<file path="config.mk">
export PLATFORM = sky130hd
export DESIGN_NAME = scd_queue
export DESIGN_NICKNAME = d
export VERILOG_FILES = /design/src/sv/scd_pkg.sv /design/src/sv/scd_queue.sv
export SDC_FILE = /design/constraint.sdc
export NUM_CORES = 1
export LEC_CHECK = 0
export BUFFER_PORTS_ARGS = -buffer_cell sky130_fd_sc_hd__buf_2
export CORE_MARGIN = 4
export CORE_UTILIZATION = 38
export CTS_BUF_LIST = sky130_fd_sc_hd__clkbuf_8
export DETAILED_ROUTE_END_ITERATION = 12
export GPL_ROUTABILITY_DRIVEN = 0
export PLACE_DENSITY = 0.66
export SLEW_MARGIN = 10
export SYNTH_ARGS = -nofsm -noshare
export SYNTH_HDL_FRONTEND = slang
export SYNTH_SLANG_ARGS = --single-unit
</file>
<file path="constraint.sdc">
create_clock -name i_clk -period 20.6 [get_ports i_clk]
set_input_delay 5.15 -clock i_clk [delete_from_list [all_inputs] [get_ports i_clk]]
set_output_delay 5.15 -clock i_clk [all_outputs]
set_load 0.01 [all_outputs]
</file>
<file path="src/sv/scd_pkg.sv">
// shared types, constants and helper functions for the stereo chorus block
// no dependencies; front, queue, back and top refer to it by scoped names
package scd_pkg;

    // ring geometry
    localparam int RING_DEPTH = 131072;
    localparam int RING_AW    = $clog2(RING_DEPTH);

    // sine table geometry
    localparam int SINE_TABLE_BITS = 10;
    localparam int SINE_N          = 1 << SINE_TABLE_BITS;

    // arithmetic constants
    localparam int GAIN_ONE    = 65536;
    localparam int SMOOTH_COEF = 16777;

    // largest usable delay, (depth - 1) samples in q16
    localparam logic [RING_AW+15:0] DMAX = (RING_AW+16)'(longint'(RING_DEPTH - 1) << 16);
    // one full ring in q16, for wrapping a negative read position
    localparam logic signed [RING_AW+17:0] RING_SPAN =
        (RING_AW+18)'(longint'(RING_DEPTH) << 16);

    // queue between front and back
    localparam int QUEUE_DEPTH = 2;
    localparam int QUEUE_AW    = (QUEUE_DEPTH > 1) ? $clog2(QUEUE_DEPTH) : 1;
    localparam int QUEUE_CW    = $clog2(QUEUE_DEPTH + 1);

    // register reset values
    localparam logic [16:0] RST_MIX   = 17'd32768;
    localparam logic [16:0] RST_DEPTH = 17'd32768;
    localparam logic [24:0] RST_STEP  = 25'd894785;
    localparam logic [16:0] RST_FB    = 17'd32768;
    localparam logic [32:0] RST_DMIN  = 33'd15728640;
    localparam logic [32:0] RST_SPAN  = 33'd927989760;
    localparam logic [32:0] RST_START = 33'd3145728000;

    // configuration register indexes
    typedef enum logic [2:0] {
        CFG_MIX   = 3'd0,
        CFG_DEPTH = 3'd1,
        CFG_STEP  = 3'd2,
        CFG_FB    = 3'd3,
        CFG_DMIN  = 3'd4,
        CFG_SPAN  = 3'd5,
        CFG_START = 3'd6
    } t_cfg_idx;

    // configuration as seen by the datapath
    typedef struct packed {
        logic [16:0] mix;
        logic [16:0] depth;
        logic [24:0] step;
        logic [16:0] fb_gain;
        logic [32:0] dmin;
        logic [32:0] span;
    } t_cfg;

    // one classified item handed from front to back
    typedef struct packed {
        logic signed [23:0] left;
        logic signed [23:0] right;
        logic [RING_AW-1:0] wp;
        logic [RING_AW-1:0] i0;
        logic [RING_AW-1:0] i1;
        logic [15:0]        frac;
    } t_tap_req;

    // saturate to q1.23
    function automatic logic signed [23:0] sat24(input logic signed [47:0] v);
        if (v > 48'sd8388607) begin
            return 24'sh7FFFFF;
        end else if (v < -48'sd8388608) begin
            return 24'sh800000;
        end
        return v[23:0];
    endfunction

    // gains above unity act as unity
    function automatic logic [16:0] clamp_gain(input logic [16:0] g);
        return (g > 17'(GAIN_ONE)) ? 17'(GAIN_ONE) : g;
    endfunction

    // quarter-wave polynomial sine, q1.15
    function automatic logic signed [15:0] sine_entry(input int unsigned idx);
        int unsigned qbits;
        int unsigned qsize;
        int unsigned quad;
        int unsigned r;
        logic [63:0] u;
        logic [63:0] u2;
        logic [63:0] t;
        logic [63:0] s;
        qbits = SINE_TABLE_BITS - 2;
        qsize = 1 << qbits;
        quad  = (idx >> qbits) & 3;
        r     = idx & (qsize - 1);
        if ((quad & 1) != 0) begin
            r = qsize - r;
        end
        u  = 64'(r) << (16 - qbits);
        u2 = (u * u) >> 16;
        t  = (u2 * 64'd4640) >> 16;
        t  = 64'd42048 - t;
        t  = (u2 * t) >> 16;
        t  = 64'd102944 - t;
        s  = (u * t) >> 17;
        if (s > 64'd32767) begin
            s = 64'd32767;
        end
        return ((quad & 2) != 0) ? -16'(s) : 16'(s);
    endfunction

endpackage

</file>
<file path="src/sv/scd_queue.sv">
// short fifo of classified items between front and back
// depends on scd_pkg
module scd_queue (
    input  logic              i_clk,
    input  logic              i_rst_n,
    input  logic              i_push,
    input  scd_pkg::t_tap_req i_req,
    output logic              o_push_ready,
    output logic              o_valid,
    output scd_pkg::t_tap_req o_req,
    input  logic              i_pop
);

    localparam int QD = scd_pkg::QUEUE_DEPTH;
    localparam int QA = scd_pkg::QUEUE_AW;
    localparam int QC = scd_pkg::QUEUE_CW;

    scd_pkg::t_tap_req r_slot [QD];
    logic [QA-1:0]     r_wr;
    logic [QA-1:0]     r_rd;
    logic [QC-1:0]     r_count;
    logic              do_push;
    logic              do_pop;

    assign o_push_ready = (r_count < QC'(QD));
    assign o_valid      = (r_count != '0);
    assign o_req        = r_slot[r_rd];
    assign do_push      = i_push && o_push_ready;
    assign do_pop       = i_pop && o_valid;

    // pointers and fill level
    always_ff @(posedge i_clk) begin
        if (!i_rst_n) begin
            r_wr    <= '0;
            r_rd    <= '0;
            r_count <= '0;
        end else begin
            if (do_push) begin
                r_wr <= (r_wr == QA'(QD - 1)) ? '0 : r_wr + 1'b1;
            end
            if (do_pop) begin
                r_rd <= (r_rd == QA'(QD - 1)) ? '0 : r_rd + 1'b1;
            end
            if (do_push && !do_pop) begin
                r_count <= r_count + 1'b1;
            end else if (do_pop && !do_push) begin
                r_count <= r_count - 1'b1;
            end
        end
    end

    // storage
    always_ff @(posedge i_clk) begin
        if (do_push) begin
            r_slot[r_wr] <= i_req;
        end
    end

endmodule

</file>
==> results of run 1 <==
==> routing by layer <==
layer / GRT usage, % / routed length, um / share of wire, % / vias up
met5: 0 / 21 / 0.12 / -
met1: 14.5 / 6610 / 39 / 2187
met2: 21.7 / 8440 / 50 / 182
met3: 5.28 / 1440 / 8.5 / 40
met4: 5.05 / 460 / 2.7 / 4
li1: - / - / - / 2060
==> stage by stage <==
step | utilization, % | power [uW] | std cells | area (um^2) | setup WS, ns
6_report | 48.1 | 1320 | 962 | 10900 | 12.50
5_1_grt | 48.1 | 1390 | 962 | 10900 | 12.32
4_1_cts | 48.1 | 1350 | 961 | 10900 | 12.42
3_5_place_dp | 45.0 | 978 | 892 | 10200 | 12.99
3_3_place_gp | 45.0 | 966 | 892 | 10200 | 13.07
2_1_floorplan | - | 865 | 381 | 8720 | 9.51
==> cells by family after synthesis <==
kind of cell | count (synthesis) | synth area share [%]
adder cells (fa/ha/maj) | 1 | 0.143
flip-flops | 235 | 80.3
XOR/XNOR | 3 | 0.301
AO/OA/AOI/OAI | 4 | 0.287
multiplexers | 115 | 17.0
buffers and inverters | 14 | 1.29
AND/OR/NAND/NOR | 9 | 0.646
==> power by group through the flow <==
stage                     sequential, uW  clock, uW  combinational [uW]
after floorplan                      635          0                 230
after global placement               638          0                 327
after detailed placement             643          0                 334
after CTS                            634        378                 335
after global routing                 639        401                 352
final                                632        363                 327
==> layout by cell type (no fill, tap or decap), drive strengths merged <==
master | Yosys | layout
o21ai | 2 | 2
xnor2 | 2 | 2
buf | 13 | 239
a21boi | 1 | 1
clkinv | 0 | 12
nor2b | 3 | 3
mux2 | 115 | 115
or2 | 1 | 1
or3 | 1 | 1
bufinv | 0 | 1
inv | 1 | 16
xor2 | 1 | 1
o21a | 1 | 1
edfxtp | 230 | 230
clkbuf | 0 | 41
dfxtp | 5 | 5
and2 | 4 | 4
diode | 0 | 1
ha | 1 | 1
==> worst register-to-register path: cells and delay by family (launching register included) <==
kind | cells | cell delay [ns]
buffers and inverters | 1 | 0.77
flip-flops | 1 | 0.35
AND/OR/NAND/NOR | 2 | 0.99
==> state kept, by name, indices dropped and copies added (netlist names), named ones only <==
signal	cells
r_rd	1
r_count	2
r_wr	1
r_slot	230
==> path summary, 6_finish.rpt <==
check	start	to	slack, ns	depth (start not counted)
worst min register to register	r_count[1]	r_count[1]	0.55	2
worst max-delay path	flip-flop	o_req[22]	12.50	3
worst max register to register	r_count[1]	r_slot[1][101]	18.06	3
worst min-delay path	r_count[1]	r_count[1]	0.55	2
==> layout make-up <==
type	instances	share of cell area, %
sequential	235	64.4
multi-input combinational	132	14.8
timing repair buffer	239	11.1
clock buffer	41	5.18
tap	285	3.27
clock inverter	28	1.24
inverter	1	0.0345
antenna	1	0.0230
==> flow_metrics.tcl, run 1 <==
set metrics [dict create \
    clock_insertion_delay_worst_skew_ns 0.51 \
    async_flop_share_pct 0 \
    synth_area_per_cell_um2 22.9 \
    design.die.area_mm2 0.0254 \
    cts_hold_buffers 0 \
    syn2layout_area_growth_pct 24.9 \
    grt_setup_unrepaired "false" \
    worst-endpoint-arrival_ns 2.95 \
    synth_commonest_cells "edfxtp_1, mux2_2, mux2_4" \
    crit_buf_inv 2 \
    tritoncts_clock_tree "yes" \
    synth_enable_flop_cells 230 \
    p_leak_uw 0.00420 \
    syn-instance-count 381 \
    cap_violations 0 \
    power.switching_fraction_pct 27.3 \
    seq_power_share_pct 47.8 \
    slew_viol_final 0 \
    tns_ns 0 \
    synth_seq_cells 235 \
    drive_above_1_share_pct 59.6 \
    via_per_inst 4.65 \
    dr_total_vias 4473 \
    final_antenna_net_count 0 \
    timing_worst_slew_pin_value_ns 1.19 \
    worst_hold_slack_ns 0.553 \
    yosys.cell_types.count 18 \
    count_of_final_setup_violators 0 \
    grt_antenna_before_repair 3 \
    cp_data_required_time_ns 15.45 \
    boundaryPins 236 \
    sequential_cell_area_mm2 0.00701 \
    clock_tree.root_cell "clkbuf_8" \
    place.detailed.hpwl_um 11300 \
    clkPwrFrac_pct 27.4 \
    cp_top_family "buffers and inverters" \
    slew_headroom_pct 20.5 \
    net-switching-power_uw 360 \
    resized_after_cts 0 \
    report.final.hold_viol_count 0 \
    h_tree_level_count 2 \
    worst_ir_drop_vdd_mv 0.0694 \
    groute.usage.overall_pct 12.8 \
    start_util_pct 38.5 \
    power_density_mw_per_mm2 121 \
    critical_path.max_stage_delay_ns 0.92 \
    die_x_um 160 \
    timing.fmax_mhz 123 \
    grt_remaining_overflow 0 \
    first_global_vias 4941 \
    commonest_register_cell_after_synthesis "edfxtp_1" \
    place.port_buffers 235 \
    critical_path_startpoint_category "flip-flop" \
    run_status "completed" \
    timing.setup.critical_path_class "flip-flop to output port" \
    fin_skew_ns 0.0196 \
    power_frac_comb_pct 24.7 \
    critical_path.cell_chain "buf_4, mux2_2, buf_2" \
    post_synth_main_area_contributors "edfxtp_1, mux2_4, mux2_2" \
    wirelength_um 17000 \
    layout.filler_cells 1904 \
    critical_path.max_fanout 76 \
    numCtsBuffers 39 \
    drtPass1Iterations 4 \
    grt_start_max_net_pins 77 \
    crit_slowest_cell "buf_4" \
    synth_top_area_share_pct 79.2 \
    drt-initial-drc-count 174 \
    route.detailed.drc 0 \
    multi_input_comb_area_mm2 0.00161 \
    final.min_clock_period_ns 8.10 \
    finalNetCount 768 \
    critical_path.endpoint_type "output port" \
    clock_tree.buffer_depth 3 \
    site_row_count 55 \
    cts_post_setup_buffers_inserted 0 \
    chipHeight_um 160 \
    avgRoutedWirePerCell_um 17.6 \
    synth_nets 501 \
    post_synth_instance_area_mm2 0.00872 \
    layout_worst_path_cycle_share_pct 39.3 \
    cts.clk_slew.worst_paths_ns 0.06 \
    seq_area_frac_synth_pct 80.3 \
    cts_sinks 235 \
    grt_pass1_wl_um 26100 \
    yosysMostFrequentCell "edfxtp_1" \
    min_path_type "flip-flop to flip-flop" \
    floorplan.core_area_mm2 0.0226 \
    yosysWarnings 0 \
    biggest_area_consumer_among_synthesized_cells "edfxtp_1" \
    p_int_uw 962 \
]
Note: power is estimated with default switching activity, not from simulation.
==> run 2, diff against run 1 <==
- ABC_AREA: not set -> 1
- clock period: 20.6 -> 8.2 ns (I/O delays scaled with it)
==> run 2 against run 1 <==
  * Hold slack worse by 0.050 ns
  * Total power grew to 2.6 times the previous value
  * Critical path depth stayed put
  * Critical endpoint is now o_req[36]
==> flow_metrics.tcl, run 2 <==
set metrics [dict create \
    run_status "completed" \
    die_x_um 160 \
    layout_worst_path_cycle_share_pct 60.7 \
    grt_antenna_before_repair 1 \
    yosysMostFrequentCell "edfxtp_1" \
    dr_total_vias 4494 \
    via_per_inst 4.60 \
    cts_post_setup_buffers_inserted 0 \
    synth_enable_flop_cells 230 \
    tritoncts_clock_tree "yes" \
    tns_ns 0 \
    synth_seq_cells 235 \
    worst-endpoint-arrival_ns 2.93 \
    grt_pass1_wl_um 26400 \
    grt_remaining_overflow 0 \
    post_synth_instance_area_mm2 0.00873 \
    slew_viol_final 0 \
    layout.filler_cells 1924 \
    cts_sinks 235 \
    report.final.hold_viol_count 0 \
    largest-register "r_slot" \
    post_synth_main_area_contributors "edfxtp_1, mux2_4, mux2_2" \
    synth_nets 513 \
    critical_path.endpoint_type "output port" \
    route.detailed.drc 0 \
    groute.usage.overall_pct 13.1 \
    clock_tree.buffer_depth 3 \
    resized_after_cts 0 \
    site_row_count 55 \
    cts_hold_buffers 0 \
    floorplan.core_area_mm2 0.0226 \
    cts.clk_slew.worst_paths_ns 0.06 \
    power_density_mw_per_mm2 312 \
    wirelength_um 17200 \
    design_area_mm2 0.0110 \
    clock_tree.root_cell "clkbuf_8" \
    placed_cell_area_mm2 0.0102 \
    syn2layout_area_growth_pct 25.9 \
    final.min_clock_period_ns 4.98 \
    start_util_pct 38.6 \
    worst_ir_drop_vdd_mv 0.192 \
    layout_top_registers "r_slot (230), r_count (2)" \
    ff2ff_setup_slack_ns 6.25 \
    finalNetCount 783 \
    layout.cells.most_common_list "buf_2, edfxtp_1, mux2_2, mux2_4, clkbuf_8" \
    dpl.cell_count 905 \
    biggest_area_consumer_among_synthesized_cells "edfxtp_1" \
    clock_insertion_delay_worst_skew_ns 0.50 \
    first_global_vias 4923 \
    largest_register_ff_count 230 \
    synth_commonest_cells "edfxtp_1, mux2_2, mux2_4" \
    drtPass1Iterations 4 \
    seq_area_frac_synth_pct 80.2 \
    synth_top_area_share_pct 79.1 \
    final_antenna_net_count 0 \
    synth_area_per_cell_um2 22.2 \
    min_path_type "flip-flop to flip-flop" \
    hold_path_startpoint "r_rd" \
    critical_path_startpoint_category "flip-flop" \
    commonest_register_cell_after_synthesis "edfxtp_1" \
    async_flop_share_pct 0 \
    numCtsBuffers 41 \
    worstRegToRegCells 4 \
    cap_violations 0 \
    syn-instance-count 393 \
    count_of_final_setup_violators 0 \
    place.port_buffers 235 \
    finalCoreUtilization_pct 48.6 \
    timing_worst_slew_pin_value_ns 1.14 \
    critical_path.max_fanout 68 \
    yosys.cell_types.count 15 \
    grt_start_max_net_pins 69 \
    timing.setup.critical_path_class "flip-flop to output port" \
    place.detailed.hpwl_um 11400 \
    finish.cell_count_without_fillers 977 \
    total_power_uw 3430 \
    drive_above_1_share_pct 59.3 \
    fin_skew_ns 0.0172 \
    design.die.area_mm2 0.0255 \
    grt_setup_unrepaired "false" \
    timing.fmax_mhz 201 \
    boundaryPins 236 \
    layout.cells.most_common "buf_2" \
    yosysWarnings 0 \
    min_to "r_rd" \
    p_leak_uw 0.00426 \
    h_tree_level_count 2 \
    avgRoutedWirePerCell_um 17.6 \
    slew_headroom_pct 24.2 \
    cp_data_required_time_ns 6.15 \
    chipHeight_um 160 \
    critical_path.reg2reg.startpoint "r_count[1]" \
    min_delay_path_depth 2 \
    worst_r2r_endpoint "r_slot[1][71]" \
    drt-initial-drc-count 190 \
]
## run 2: report_power, final
group,internal (uW),total [uW],switching [uW],leakage [uW]
clock network,578,1010,436,0.000442
registers,1540,1610,70.6,0.00218
logic,382,803,420,0.00163
## run 2: how the worst max path moves through the flow
stage / startpoint / to / slack [ns] / cells after the start
finish: flip-flop / o_req[36] / 3.22 / 3
global route: flip-flop / o_req[36] / 3.03 / 3
CTS: flip-flop / o_req[101] / 3.13 / 3
detailed placement: flip-flop / o_req[101] / 3.72 / 3
global placement: flip-flop / o_req[91] / 3.76 / 3
floorplan: i_push / r_slot[0][0] / 0.67 / 2
## run 2: logic make-up after synthesis
family                     count (synthesis)  share of synthesized area, %
DFF                                      235                          80.2
muxes                                    115                          17.0
buffers and inverters                     21                          1.59
and+or+nand+nor                           16                         0.731
AOI/OAI and AO/OA                          5                         0.315
adders and majority gates                  1                         0.143
## run 2: cell type report
| type | instances | area [um^2] | area share [%] |
|---|---|---|---|
| Clock inverter | 28 | 191 | 1.74 |
| Timing Repair Buffer | 240 | 1210 | 11.0 |
| Antenna cell | 1 | 2.50 | 0.0228 |
| Multi-Input combinational cell | 137 | 1600 | 14.6 |
| Sequential cell | 235 | 7010 | 63.7 |
| Inverter | 8 | 30.0 | 0.273 |
| Clock buffer | 43 | 592 | 5.38 |
| Tap cell | 285 | 357 | 3.24 |
## run 2: metal layers
layer	global-route usage, %	vias up	part of all wire [%]	wire [um]
met4	4.81	2	2.5	425
met3	4.87	35	8.4	1450
met1	15.9	2160	41	7060
met2	21.5	206	48	8250
met5	0	-	0.076	13
li1	-	2091	-	-
## run 2: through the flow
step,setup slack (ns),hold WS [ns]
after floorplan,0.669,0.459
after global placement,3.76,0.485
after detailed placement,3.72,0.497
after CTS,3.13,0.513
after global routing,3.03,0.550
final,3.22,0.503
## run 2: worst max-delay path: stages (launching register included)
cell,delay (ns)
dfxtp_4,0.78
buf_4,0.94
mux2_2,0.43
buf_2,0.14
==> run 3, diff against run 2 <==
- clock period: 8.2 -> 5.08 ns (I/O delays scaled with it)
==> run 3 against run 2 <==
  * Combinational power is 61% higher
  * Global-route usage is 0.21 points lower
  * First-iteration DRC count is 16% lower
  * Clock power is 60% higher
  * Register-to-register slack worse by 3.3 ns
  * Sequential cell count stayed put
  * Via count is 1.3% higher
  * Final cell count is 0.10% higher
  * Largest power group unchanged
==> flow_metrics.tcl, run 3 (synthesized netlist as in run 2, its figures left out) <==
set metrics [dict create \
    cts_hold_buffers 0 \
    die_x_um 160 \
    tritoncts_clock_tree "yes" \
    grt_remaining_overflow 0 \
    layout_top_registers "r_slot (230), r_count (2)" \
    place.detailed.hpwl_um 11100 \
    layout_setup_ws_ns 1.48 \
    fin_skew_ns 0.0106 \
    critical_path.endpoint_type "output port" \
    drt-initial-drc-count 159 \
    pre_cts_slack_ns 1.98 \
    cts_sinks 235 \
    timing.setup.critical_path_class "flip-flop to output port" \
    placed_cell_area_mm2 0.0102 \
    finalCoreUtilization_pct 48.6 \
    design_area_mm2 0.0110 \
    clock_insertion_delay_worst_skew_ns 0.52 \
    worst_hold_slack_ns 0.518 \
    layout_worst_path_cycle_share_pct 70.9 \
    avgRoutedWirePerCell_um 17.3 \
    slew_viol_final 0 \
    cp_data_required_time_ns 3.81 \
    syn2layout_area_growth_pct 26.1 \
    design.die.area_mm2 0.0255 \
    largest-register "r_slot" \
    grt_antenna_before_repair 0 \
    final.min_clock_period_ns 3.60 \
    cts.clk_slew.worst_paths_ns 0.06 \
    critical_path.max_stage_delay_ns 0.81 \
    drive_above_1_share_pct 59.1 \
    report.final.hold_viol_count 0 \
    layout.cells.most_common_list "buf_2, edfxtp_1, mux2_2, mux2_4, clkbuf_8" \
    crit_slowest_cell "dfxtp_4" \
    floorplan.core_area_mm2 0.0226 \
    layout.cells.most_common "buf_2" \
    boundaryPins 236 \
    met2WireLength_um 8120 \
    dr_total_vias 4553 \
    grt_pass1_wl_um 26300 \
    tns_ns 0 \
    grt_start_max_net_pins 98 \
    run_status "completed" \
    timing.fmax_mhz 278 \
    resized_after_cts 0 \
    place.port_buffers 235 \
    count_of_final_setup_violators 0 \
    met3RoutedLength_um 1530 \
    final_antenna_net_count 0 \
    cp_top_family "flip-flops" \
    critical_path.max_fanout 61 \
    numCtsBuffers 40 \
    clock_tree.buffer_depth 3 \
    timing_worst_slew_pin_value_ns 0.722 \
    largest_register_ff_count 230 \
    critical_path_startpoint_category "flip-flop" \
    finalNetCount 782 \
    p_leak_uw 0.00426 \
    site_row_count 55 \
    drtPass1Iterations 4 \
    detail_route.wirelength.met1_um 6870 \
    slew_headroom_pct 51.9 \
    route.detailed.drc 0 \
    via_per_inst 4.66 \
    start_util_pct 38.6 \
    h_tree_level_count 2 \
    power_density_mw_per_mm2 501 \
    first_global_vias 5042 \
    grt_setup_unrepaired "false" \
    wirelength_um 16900 \
    groute.usage.overall_pct 12.9 \
    worst_ir_drop_vdd_mv 0.306 \
    worst-endpoint-arrival_ns 2.33 \
    cts_post_setup_buffers_inserted 0 \
    crit_buf_inv 2 \
    chipHeight_um 160 \
    min_path_type "flip-flop to flip-flop" \
    highest_metal_used "met4" \
    cap_violations 0 \
    critical_path.cell_chain "buf_12, mux2_2, buf_2" \
    clock_tree.root_cell "clkbuf_8" \
]
-- run 3: changes by cell type in the layout (fill, tap and decap cells not counted) --
| cell | before | now |
|---|---|---|
| clkinvlp_4 | 0 | 2 |
| buf_4 | 5 | 3 |
| clkbuf_8 | 43 | 41 |
| clkinv_1 | 9 | 7 |
| inv_1 | 18 | 22 |
| buf_12 | 0 | 2 |
| clkinv_2 | 6 | 5 |
-- run 3: tightest hold or removal path: stages (launching register included) --
cell and delay [ns]:
dfxtp_1 0.33, nor2_1 0.07, nor2_1 0.09
-- run 3: path summary, 6_finish.rpt --
| check | from | endpoint | slack [ns] | depth (start not counted) |
|---|---|---|---|---|
| worst max register to register | r_count[1] | r_slot[1][40] | 2.97 | 4 |
| worst min register to register | r_rd | flip-flop | 0.52 | 2 |
| worst min-delay path | r_rd | flip-flop | 0.52 | 2 |
| worst max-delay path | flip-flop | o_req[0] | 1.48 | 3 |
-- run 3: power breakdown --
group | switching, uW | internal, uW
logic | 668 | 620
registers | 117 | 2490
clock network | 716 | 904
total | 1500 | 4010
-- run 3: cell type report --
type / instances / area, um^2
inverter: 8 / 30.0
sequential: 235 / 7010
timing repair buffer: 240 / 1240
clock buffer: 41 / 564
tap: 285 / 357
multi-input combinational: 137 / 1600
antenna: 1 / 2.50
clock inverter: 31 / 209
fill: 1912 / 11600
-- run 3: layer usage --
layer	GRT usage (%)	vias up
li1	-	2093
met5	0	-
met3	5.18	41
met4	4.38	0
met1	15.4	2226
met2	21.3	193
-- run 3: metrics by stage --
stage | instances | total power [uW]
4_1_cts | 977 | 5620
6_report | 978 | 5510
3_3_place_gp | 905 | 3920
2_1_floorplan | 393 | 3510
3_5_place_dp | 905 | 3960
5_1_grt | 977 | 5810
